File: src/hdl/rmis_pkg.sv
package rmis_pkg;

   localparam int WINDOW_LEN = 10;
   localparam int IDX_W      = $clog2(WINDOW_LEN);
   localparam int MEDIAN_IDX = WINDOW_LEN / 2;

   localparam int SAMPLE_W = 15;
   localparam int SMOOTH_W = 23;
   localparam int COEF_W   = 16;
   localparam int PROD_W   = COEF_W + SMOOTH_W;
   localparam int ACC_W    = 42;
   localparam int FRAC_SH  = 14;
   localparam int IN_SH    = 8;
   localparam int YF_W     = ACC_W - FRAC_SH;

   localparam int Y_MAX      = 4194048;
   localparam int Y_MIN      = -4194048;
   localparam int ROUND_BIAS = 8192;

   localparam int APB_DW = 32;
   localparam int APB_AW = 4;

   localparam logic [1:0] REG_COEF_CURRENT_IN   = 2'd0;
   localparam logic [1:0] REG_COEF_PREVIOUS_IN  = 2'd1;
   localparam logic [1:0] REG_COEF_PREVIOUS_OUT = 2'd2;

   localparam logic signed [COEF_W-1:0] COEF_CURRENT_IN_RST   = 16'sd492;
   localparam logic signed [COEF_W-1:0] COEF_PREVIOUS_IN_RST  = 16'sd328;
   localparam logic signed [COEF_W-1:0] COEF_PREVIOUS_OUT_RST = 16'sd15565;

   typedef enum logic [3:0] {
      OP_NONE,
      OP_LOAD,
      OP_SHIFT,
      OP_PLACE,
      OP_MUL_CUR,
      OP_MUL_PREV_IN,
      OP_MUL_PREV_OUT,
      OP_SUM,
      OP_FINISH
   } op_type;

   typedef struct packed {
      op_type op;
      logic   dir_up;
   } cmd_type;

   typedef struct packed {
      logic carry_gt;
      logic carry_lt;
      logic at_top;
      logic at_bottom;
      logic out_busy;
   } status_type;

   typedef struct packed {
      logic signed [COEF_W-1:0] current_in;
      logic signed [COEF_W-1:0] previous_in;
      logic signed [COEF_W-1:0] previous_out;
   } coef_type;

endpackage

File: src/hdl/rmis_csr.sv
module rmis_csr
   import rmis_pkg::*;
(
   input  logic              clock,
   input  logic              reset,
   input  logic              psel,
   input  logic              penable,
   input  logic              pwrite,
   input  logic [APB_AW-1:0] paddr,
   input  logic [APB_DW-1:0] pwdata,
   output logic [APB_DW-1:0] prdata,
   output logic              pready,
   output coef_type          coef
);

   coef_type   coef_ff;
   logic       wr_en;
   logic [1:0] reg_idx;

   assign pready  = 1'b1;
   assign reg_idx = paddr[APB_AW-1:2];
   assign wr_en   = psel && penable && pwrite;

   always_ff @(posedge clock) begin
      if (reset) begin
         coef_ff.current_in   <= COEF_CURRENT_IN_RST;
         coef_ff.previous_in  <= COEF_PREVIOUS_IN_RST;
         coef_ff.previous_out <= COEF_PREVIOUS_OUT_RST;
      end else if (wr_en) begin
         // writes past the last register are dropped
         unique case (reg_idx)
            REG_COEF_CURRENT_IN:   coef_ff.current_in   <= pwdata[COEF_W-1:0];
            REG_COEF_PREVIOUS_IN:  coef_ff.previous_in  <= pwdata[COEF_W-1:0];
            REG_COEF_PREVIOUS_OUT: coef_ff.previous_out <= pwdata[COEF_W-1:0];
            default: ;
         endcase
      end
   end

   always_comb begin
      prdata = '0;
      unique case (reg_idx)
         REG_COEF_CURRENT_IN:   prdata = APB_DW'(coef_ff.current_in);
         REG_COEF_PREVIOUS_IN:  prdata = APB_DW'(coef_ff.previous_in);
         REG_COEF_PREVIOUS_OUT: prdata = APB_DW'(coef_ff.previous_out);
         default:               prdata = '0;
      endcase
   end

   assign coef = coef_ff;

endmodule

File: src/hdl/rmis_datapath.sv
module rmis_datapath
   import rmis_pkg::*;
(
   input  logic                       clock,
   input  logic                       reset,
   input  cmd_type                    cmd,
   output status_type                 status,
   input  coef_type                   coef,
   input  logic signed [SAMPLE_W-1:0] sample,
   output logic                       rsp_valid,
   input  logic                       rsp_stall,
   output logic signed [SAMPLE_W-1:0] median_out,
   output logic signed [SMOOTH_W-1:0] smoothed_out,
   output logic                       saturated_out
);

   logic signed [SAMPLE_W-1:0] window_ff [WINDOW_LEN];
   logic [IDX_W-1:0]           pos_ff;
   logic [IDX_W-1:0]           idx_ff;
   logic signed [SAMPLE_W-1:0] carry_ff;
   logic signed [SAMPLE_W-1:0] prev_median_ff;
   logic signed [SMOOTH_W-1:0] prev_out_ff;
   logic signed [PROD_W-1:0]   prod_ff;
   logic signed [ACC_W-1:0]    acc_ff;
   logic                       rsp_valid_ff;
   logic signed [SAMPLE_W-1:0] rsp_median_ff;
   logic signed [SMOOTH_W-1:0] rsp_smooth_ff;
   logic                       rsp_sat_ff;

   logic signed [SAMPLE_W-1:0] rd_val;
   logic signed [SAMPLE_W-1:0] median;
   logic                       at_top;
   logic                       at_bottom;
   logic signed [COEF_W-1:0]   mul_coef;
   logic signed [SMOOTH_W-1:0] mul_opnd;
   logic signed [PROD_W-1:0]   prod_in;
   logic signed [ACC_W-1:0]    prod_ext;
   logic signed [YF_W-1:0]     y_full;
   logic signed [SMOOTH_W-1:0] y_sat;
   logic                       y_clip;

   assign at_top    = (idx_ff == IDX_W'(WINDOW_LEN - 1));
   assign at_bottom = (idx_ff == '0);
   assign median    = window_ff[MEDIAN_IDX];

   // single read port: the neighbor in the direction of the pass
   always_comb begin
      rd_val = '0;
      if (cmd.dir_up) begin
         if (!at_top) rd_val = window_ff[idx_ff + IDX_W'(1)];
      end else begin
         if (!at_bottom) rd_val = window_ff[idx_ff - IDX_W'(1)];
      end
   end

   assign status.carry_gt  = carry_ff > rd_val;
   assign status.carry_lt  = carry_ff < rd_val;
   assign status.at_top    = at_top;
   assign status.at_bottom = at_bottom;
   assign status.out_busy  = rsp_valid_ff && rsp_stall;

   // shared multiplier, operands chosen by the current step
   always_comb begin
      mul_coef = coef.previous_out;
      mul_opnd = prev_out_ff;
      unique case (cmd.op)
         OP_MUL_CUR: begin
            mul_coef = coef.current_in;
            mul_opnd = SMOOTH_W'(median);
         end
         OP_MUL_PREV_IN: begin
            mul_coef = coef.previous_in;
            mul_opnd = SMOOTH_W'(prev_median_ff);
         end
         default: begin
            mul_coef = coef.previous_out;
            mul_opnd = prev_out_ff;
         end
      endcase
   end

   assign prod_in  = PROD_W'(mul_coef) * PROD_W'(mul_opnd);
   assign prod_ext = ACC_W'(prod_ff);
   assign y_full   = acc_ff[ACC_W-1:FRAC_SH];

   always_comb begin
      y_clip = 1'b0;
      y_sat  = y_full[SMOOTH_W-1:0];
      if (y_full > YF_W'(Y_MAX)) begin
         y_clip = 1'b1;
         y_sat  = SMOOTH_W'(Y_MAX);
      end else if (y_full < YF_W'(Y_MIN)) begin
         y_clip = 1'b1;
         y_sat  = SMOOTH_W'(Y_MIN);
      end
   end

   always_ff @(posedge clock) begin
      if (reset) begin
         for (int i = 0; i < WINDOW_LEN; i++) window_ff[i] <= '0;
         pos_ff         <= '0;
         idx_ff         <= '0;
         prev_median_ff <= '0;
         prev_out_ff    <= '0;
         rsp_valid_ff   <= 1'b0;
      end else begin
         // present a new result, or drop valid once the transfer is done
         if (cmd.op == OP_FINISH) rsp_valid_ff <= 1'b1;
         else if (rsp_valid_ff && !rsp_stall) rsp_valid_ff <= 1'b0;
         unique case (cmd.op)
            OP_LOAD: begin
               carry_ff <= sample;
               idx_ff   <= pos_ff;
            end
            OP_SHIFT: begin
               window_ff[idx_ff] <= rd_val;
               idx_ff <= cmd.dir_up ? idx_ff + IDX_W'(1) : idx_ff - IDX_W'(1);
            end
            OP_PLACE: window_ff[idx_ff] <= carry_ff;
            OP_MUL_CUR: prod_ff <= prod_in;
            OP_MUL_PREV_IN: begin
               prod_ff <= prod_in;
               acc_ff  <= (prod_ext <<< IN_SH) + ACC_W'(ROUND_BIAS);
            end
            OP_MUL_PREV_OUT: begin
               prod_ff <= prod_in;
               acc_ff  <= acc_ff + (prod_ext <<< IN_SH);
            end
            OP_SUM: acc_ff <= acc_ff + prod_ext;
            OP_FINISH: begin
               rsp_median_ff  <= median;
               rsp_smooth_ff  <= y_sat;
               rsp_sat_ff     <= y_clip;
               prev_median_ff <= median;
               prev_out_ff    <= y_sat;
               pos_ff <= (pos_ff == IDX_W'(WINDOW_LEN - 1)) ? '0 : pos_ff + IDX_W'(1);
            end
            default: ;
         endcase
      end
   end

   assign rsp_valid     = rsp_valid_ff;
   assign median_out    = rsp_median_ff;
   assign smoothed_out  = rsp_smooth_ff;
   assign saturated_out = rsp_sat_ff;

`ifndef SYNTHESIS
   a_idx_range: assert property (@(posedge clock) disable iff (reset)
      (idx_ff <= IDX_W'(WINDOW_LEN - 1)) && (pos_ff <= IDX_W'(WINDOW_LEN - 1)))
      else $error("window index out of range");

   a_finish_valid: assert property (@(posedge clock) disable iff (reset)
      (cmd.op == OP_FINISH) |=> rsp_valid_ff)
      else $error("finished item not presented");

   a_no_overwrite: assert property (@(posedge clock) disable iff (reset)
      (cmd.op == OP_FINISH) |-> !(rsp_valid_ff && rsp_stall))
      else $error("pending result overwritten");

   a_sat_limit: assert property (@(posedge clock) disable iff (reset)
      (rsp_valid_ff && rsp_sat_ff) |->
         (rsp_smooth_ff == SMOOTH_W'(Y_MAX) || rsp_smooth_ff == SMOOTH_W'(Y_MIN)))
      else $error("clip flag without clipped value");
`endif

endmodule

File: src/hdl/rmis_ctrl.sv
module rmis_ctrl
   import rmis_pkg::*;
(
   input  logic       clock,
   input  logic       reset,
   input  logic       req_valid,
   output logic       req_stall,
   input  status_type status,
   output cmd_type    cmd
);

   typedef enum logic [3:0] {
      S_IDLE,
      S_CHK_UP,
      S_CHK_DN,
      S_BUB_UP,
      S_BUB_DN,
      S_PLACE,
      S_MUL_CUR,
      S_MUL_PREV_IN,
      S_MUL_PREV_OUT,
      S_SUM,
      S_FINISH
   } state_type;

   state_type state_ff;
   state_type state_in;
   logic      req_stall_ff;
   logic      req_stall_in;
   logic      accept;

   assign accept = req_valid && !req_stall_ff;

   always_comb begin
      state_in     = state_ff;
      req_stall_in = req_stall_ff;
      cmd.op       = OP_NONE;
      cmd.dir_up   = 1'b1;
      unique case (state_ff)
         S_IDLE: begin
            if (accept) begin
               cmd.op       = OP_LOAD;
               state_in     = S_CHK_UP;
               req_stall_in = 1'b1;
            end
         end
         S_CHK_UP: begin
            state_in = (!status.at_top && status.carry_gt) ? S_BUB_UP : S_CHK_DN;
         end
         S_CHK_DN: begin
            cmd.dir_up = 1'b0;
            state_in = (!status.at_bottom && status.carry_lt) ? S_BUB_DN : S_PLACE;
         end
         S_BUB_UP: begin
            if (!status.at_top && status.carry_gt) begin
               cmd.op = OP_SHIFT;
            end else begin
               cmd.op   = OP_PLACE;
               state_in = S_MUL_CUR;
            end
         end
         S_BUB_DN: begin
            cmd.dir_up = 1'b0;
            if (!status.at_bottom && status.carry_lt) begin
               cmd.op = OP_SHIFT;
            end else begin
               cmd.op   = OP_PLACE;
               state_in = S_MUL_CUR;
            end
         end
         S_PLACE: begin
            cmd.op   = OP_PLACE;
            state_in = S_MUL_CUR;
         end
         S_MUL_CUR: begin
            cmd.op   = OP_MUL_CUR;
            state_in = S_MUL_PREV_IN;
         end
         S_MUL_PREV_IN: begin
            cmd.op   = OP_MUL_PREV_IN;
            state_in = S_MUL_PREV_OUT;
         end
         S_MUL_PREV_OUT: begin
            cmd.op   = OP_MUL_PREV_OUT;
            state_in = S_SUM;
         end
         S_SUM: begin
            cmd.op   = OP_SUM;
            state_in = S_FINISH;
         end
         S_FINISH: begin
            // hold until the output register is free
            if (!status.out_busy) begin
               cmd.op       = OP_FINISH;
               state_in     = S_IDLE;
               req_stall_in = 1'b0;
            end
         end
         default: begin
            state_in     = S_IDLE;
            req_stall_in = 1'b0;
         end
      endcase
   end

   always_ff @(posedge clock) begin
      if (reset) begin
         state_ff     <= S_IDLE;
         req_stall_ff <= 1'b0;
      end else begin
         state_ff     <= state_in;
         req_stall_ff <= req_stall_in;
      end
   end

   assign req_stall = req_stall_ff;

`ifndef SYNTHESIS
   a_accept_idle: assert property (@(posedge clock) disable iff (reset)
      accept |-> (state_ff == S_IDLE))
      else $error("transfer taken while busy");
`endif

endmodule

File: src/hdl/running_median_iir_smoother.sv
// Running median plus first-order IIR smoother for one sensor channel.
//
// Input channel req_*: one transfer carries a signed sample in tenths. The
// sample replaces the oldest slot of a sorted ten-entry window; one
// compare-and-move per cycle restores order, then the upper median feeds
// y = a*x + b*x_prev + c*y_prev through one shared 16x23 multiplier.
// Result channel rsp_*: one transfer per sample with the median, the
// rounded and saturated filter output (8 fractional bits) and a clip flag.
// The time from input transfer to rsp_valid is set by the length of the
// insertion pass (up to nine window moves) plus the multiply/accumulate
// steps; the next sample is taken the cycle after the result is loaded
// into the output register, so a new sample is never taken before the
// last one is done. req_stall stays high while an item is in flight.
// A stalled result is held in the output register; the next item runs up
// to its last step and then waits there until that register is free.
// Reset (synchronous, active high) clears the window, the filter history,
// the insert position and the output valid, and restores the default
// coefficients. Coefficients (Q2.14) are written through the APB port at
// byte addresses 0, 4 and 8; write them only while the block is idle.
module running_median_iir_smoother
   import rmis_pkg::*;
(
   input  logic                       clock,
   input  logic                       reset,
   // input channel
   input  logic                       req_valid,
   output logic                       req_stall,
   input  logic signed [SAMPLE_W-1:0] req_sample_tenths,
   // result channel
   output logic                       rsp_valid,
   input  logic                       rsp_stall,
   output logic signed [SAMPLE_W-1:0] rsp_median_tenths,
   output logic signed [SMOOTH_W-1:0] rsp_smoothed_value,
   output logic                       rsp_saturated_flag,
   // configuration port
   input  logic                       psel,
   input  logic                       penable,
   input  logic                       pwrite,
   input  logic [APB_AW-1:0]          paddr,
   input  logic [APB_DW-1:0]          pwdata,
   output logic [APB_DW-1:0]          prdata,
   output logic                       pready
);

   coef_type   coef;
   cmd_type    cmd;
   status_type status;

   // coefficient registers
   rmis_csr u_csr (
      .clock   (clock),
      .reset   (reset),
      .psel    (psel),
      .penable (penable),
      .pwrite  (pwrite),
      .paddr   (paddr),
      .pwdata  (pwdata),
      .prdata  (prdata),
      .pready  (pready),
      .coef    (coef)
   );

   // sequencer: insertion pass, then multiply/accumulate steps
   rmis_ctrl u_ctrl (
      .clock     (clock),
      .reset     (reset),
      .req_valid (req_valid),
      .req_stall (req_stall),
      .status    (status),
      .cmd       (cmd)
   );

   // window, multiplier, accumulator and output register
   rmis_datapath u_datapath (
      .clock         (clock),
      .reset         (reset),
      .cmd           (cmd),
      .status        (status),
      .coef          (coef),
      .sample        (req_sample_tenths),
      .rsp_valid     (rsp_valid),
      .rsp_stall     (rsp_stall),
      .median_out    (rsp_median_tenths),
      .smoothed_out  (rsp_smoothed_value),
      .saturated_out (rsp_saturated_flag)
   );

endmodule
File: config.mk
export PLATFORM = sky130hd
export DESIGN_NAME = running_median_iir_smoother
export DESIGN_NICKNAME = d
export VERILOG_FILES = /design/src/hdl/rmis_pkg.sv /design/src/hdl/rmis_csr.sv /design/src/hdl/rmis_datapath.sv /design/src/hdl/rmis_ctrl.sv /design/src/hdl/running_median_iir_smoother.sv
export SDC_FILE = /design/constraint.sdc
export NUM_CORES = 2
export LEC_CHECK = 0
export ABC_AREA = 1
export BUFFER_PORTS_ARGS = -buffer_cell sky130_fd_sc_hd__buf_2
export CORE_ASPECT_RATIO = 0.6
export CORE_MARGIN = 3
export CORE_UTILIZATION = 60
export CTS_BUF_LIST = sky130_fd_sc_hd__clkbuf_4 sky130_fd_sc_hd__clkbuf_8
export CTS_CLUSTER_DIAMETER = 120
export DETAILED_ROUTE_END_ITERATION = 6
export PLACE_DENSITY = 0.77
export SKIP_CTS_REPAIR_TIMING = 1
export SLEW_MARGIN = 20
export SYNTH_ARGS = -nofsm -noshare
export SYNTH_HDL_FRONTEND = slang
export SYNTH_SLANG_ARGS = --single-unit
File: constraint.sdc
create_clock -name clock -period 8.1 [get_ports clock]
set_input_delay 0.81 -clock clock [delete_from_list [all_inputs] [get_ports clock]]
set_output_delay 0.81 -clock clock [all_outputs]
set_load 0.01 [all_outputs]
==> results by group <==
Synthesis
  • Synth Cell Area: roughly 41,000 um2
  • Ranking of synthesized cells by area: edfxtp_1 (28%), fa_1 (18%), nand2_1 (9.1%), inv_1 (8.4%), ha_1 (5.8%)
  • Asr flop ratio synth: 0
  • Number of enable flip-flop cells after synthesis: 375
  • Yosys warning count: 0
  • Netlist cell types: 61
  • Cell taking the most area after synthesis: edfxtp_1
  • Top FF cell, synth: edfxtp_1
  • Most common cell in the synthesized netlist: nand2_1
  • Sequential area share after synthesis: 0.327
  • Top cells by count, synth: nand2_1 (987), inv_1 (907), nor2_1 (457)
  • Mapped Avg Cell Area: between 8 and 9 um2
  • Synthesized net count: 5,492
  • Syn Inst Count: a little under 5,000
  • Synth top area share: 0.278
  • Post-synthesis register bit count: 475

Route
  • Total number of vias: between 30,000 and 40,000
  • DRC errors left: 0
  • Post-DR wirelength/cell: 21.8 um
  • Vias/cell: 5.93
  • Routed WL: 130 mm
  • Final ANT Viol Nets: 0
  • Drt pass-1 iters: 7
  • DR iter-0 viols: 5,276

Timing
  • Final Hold Fails: 0
  • Final worst setup slack: 381 ps
  • Fin crit share: 0.953
  • Setup-failing EPs final: 0
  • Setup_tns: 0 ps
  • Final Max Tran Viols: 0
  • Peak Freq: 130 MHz
  • Skew final: 45.1 ps
  • Post-route minimum period: 7720 ps
  • Worst-margin pin slew: 1280 ps
  • Relative slew slack: 0.145

Worst hold path
  • HP Start: req_sample_tenths[13]
  • Hold depth: 1
  • HP Class: in2reg
  • Worst Hold Endpoint: u_datapath.carry_ff[13]

Setup path
  • Crit Reg-Reg Startpoint: u_ctrl.state_ff[1]
  • Critical path launch point type: register
  • Most used cell, CP: fa_1
  • Worst R2R End: u_datapath.prod_ff[36]
  • Arr. time, crit path: just over 8000 ps
  • Flop2flop setup slack: 380 ps
  • CP Max Fanout: 13
  • Critical path type: reg2reg
  • Worst EP required: 8550 ps
  • Worst r2r path cells: 30
  • Slowest stage delay, CP: between 600 and 700 ps
  • Slowest cell on the critical path: fa_1
  • CP Capture Type: register

Outcome
  • Status: finished clean

GRT
  • Initial antenna violation count: 6
  • First-pass GRT wire length: 198 mm
  • Pin count of the biggest net entering global routing: 77
  • Number of global-route vias before repair: 33,252
  • Remaining global-route overflow: 0
  • Total Routing Usage GR: 0.367

Power and ir drop
  • Worst vdd ir: about 0.39 mV
  • Clock share of power: 0.209
  • Pwr dens: between 200 and 250 nW/um2
  • Int Pwr: between 0.005 and 0.006 W
  • Switching share of power: 0.479
  • LEAKAGE: 20.8 nW
  • Gate power share: 0.519
  • Register share of total power: 0.272
  • Net Sw Power: 0.00516 W

Layout
  • Filler cells: 5,527
  • Layout Utilization: 0.663
  • Fin nets: roughly 5,600
  • Area growth syn-to-layout: 8.73%
  • Layout cells sized above 1: 0.103
  • Non-Filler Instances: between 5,000 and 6,000

Clock network
  • Clock root cell: clkbuf_8
  • Clk buf depth: 3
  • H-tree Lvls: 3
  • CTS tree: done
  • CTS sink cnt: 475
  • Num CTS Buffers: 76
  • Worst-Skew Late Latency: 720 ps
  • CTS clk-pin slew, worst paths: 70 ps

Floorplan
  • Starting Density: 0.610
  • Die Y: 207 um
  • Width of the die: 342 um
  • # rows: 73
  • Io pins: ~130
  • Core footprint: 66,500 um2
  • Die area: 70,800 um2

Placement
  • Number of port buffers: 112
  • HPWL after DPL: 99.2 mm
  • DP Cell Count: 5,814
  • Post-Place Setup Slack: -101 ps
  • GPL Wtd Cong: 1.03

Run
  • Max Cap Viol: 0
## cells by family (layout without fill, tap and decap cells)
| group | after synthesis | count (layout) | synth area share |
|---|---|---|---|
| adder cells (fa/ha/maj) | 550 | 550 | 0.237 |
| multiplexers | 57 | 57 | 0.0141 |
| buffers and inverters | 1115 | 1288 | 0.106 |
| flip-flops | 475 | 475 | 0.327 |
| AND/OR/NAND/NOR | 1855 | 1855 | 0.194 |
| other | 1 | 8 | 0.0000925 |
| XOR/XNOR | 68 | 68 | 0.0147 |
| AO/OA/AOI/OAI | 763 | 763 | 0.107 |
## layer usage
layer	global-route usage	wire length (um)	vias to the layer above
li1	-	-	15871
met1	0.551	53600	16606
met2	0.459	47600	2604
met3	0.193	25300	274
met4	0.0789	2980	8
met5	0.0316	343	-
## critical path: cells and delay by family, from the launching register on
family	cells	cell delay, ps
DFF	1	360
and+or+nand+nor	7	860
AOI/OAI and AO/OA	6	1220
xor gates and xnor gates	1	90
buffers and inverters	9	1320
adders and majority gates	7	3550
## final cells by class
cell class                      count  area, um2  area share
Clock buffer                      100       1260      0.0285
Clock inverter                     38        332     0.00752
Multi-Input combinational cell   3294      23100       0.525
Inverter                          924       3480      0.0791
Sequential cell                   475      13300       0.301
Antenna cell                        7       17.5    0.000397
Timing Repair Buffer              226       1460      0.0332
Tap cell                          900       1130      0.0256
## power groups by stage
stage          Sequential (W)  Combinational, W  Clock, W
5_1_grt               0.00294           0.00597   0.00235
6_report              0.00293           0.00559   0.00225
2_1_floorplan         0.00287           0.00369         0
4_1_cts               0.00292           0.00528   0.00225
3_3_place_gp          0.00297           0.00512         0
3_5_place_dp          0.00297           0.00525         0
## cells in the final DEF (no fill, tap or decap), drive strengths merged, types with 27 or more instances in the layout
cell / count
nand3: 237
o211ai: 37
edfxtp: 375
buf: 226
nor2: 467
clkinv: 37
xor2: 41
mux2i: 57
clkbuf: 100
nand2: 1013
dfxtp: 100
ha: 187
fa: 363
xnor2: 27
or2: 56
o21ai: 270
inv: 914
nor3: 31
nand4: 30
o221ai: 38
a21oi: 308
## sequential cells by signal, indices dropped and copies added, names as in the netlist
signal,cells
u_datapath.window_ff,240
u_csr.coef,48
u_datapath.acc_ff,42
u_datapath.prod_ff,39
u_datapath.prev_out_ff,23
u_datapath.smoothed_out,23
u_datapath.carry_ff,15
u_datapath.median_out,15
u_datapath.prev_median_ff,15
u_ctrl.state_ff,4
u_datapath.idx_ff,4
u_datapath.pos_ff,4
u_ctrl.req_stall,1
u_datapath.rsp_valid,1
u_datapath.saturated_out,1
## worst max path at each step
stage | startpoint | end | cells past startpoint
after CTS | u_ctrl.state_ff[3] | u_datapath.prod_ff[38] | 28
after detailed placement | u_ctrl.state_ff[2] | u_datapath.prod_ff[38] | 29
after global routing | u_ctrl.state_ff[2] | u_datapath.prod_ff[36] | 31
final | u_ctrl.state_ff[1] | u_datapath.prod_ff[36] | 30
after floorplan | u_ctrl.state_ff[2] | u_datapath.prod_ff[36] | 28
after global placement | u_ctrl.state_ff[2] | u_datapath.prod_ff[38] | 29
## through the flow
step           total power, W  cell area [um2]  hold slack (ps)
2_1_floorplan         0.00656            40500              425
3_3_place_gp          0.00809            42300              436
3_5_place_dp          0.00823            42300              448
4_1_cts                0.0104            43900              235
5_1_grt                0.0113            44100              239
6_report               0.0108            44100              282
No activity file was read; power rests on OpenSTA's default activity.
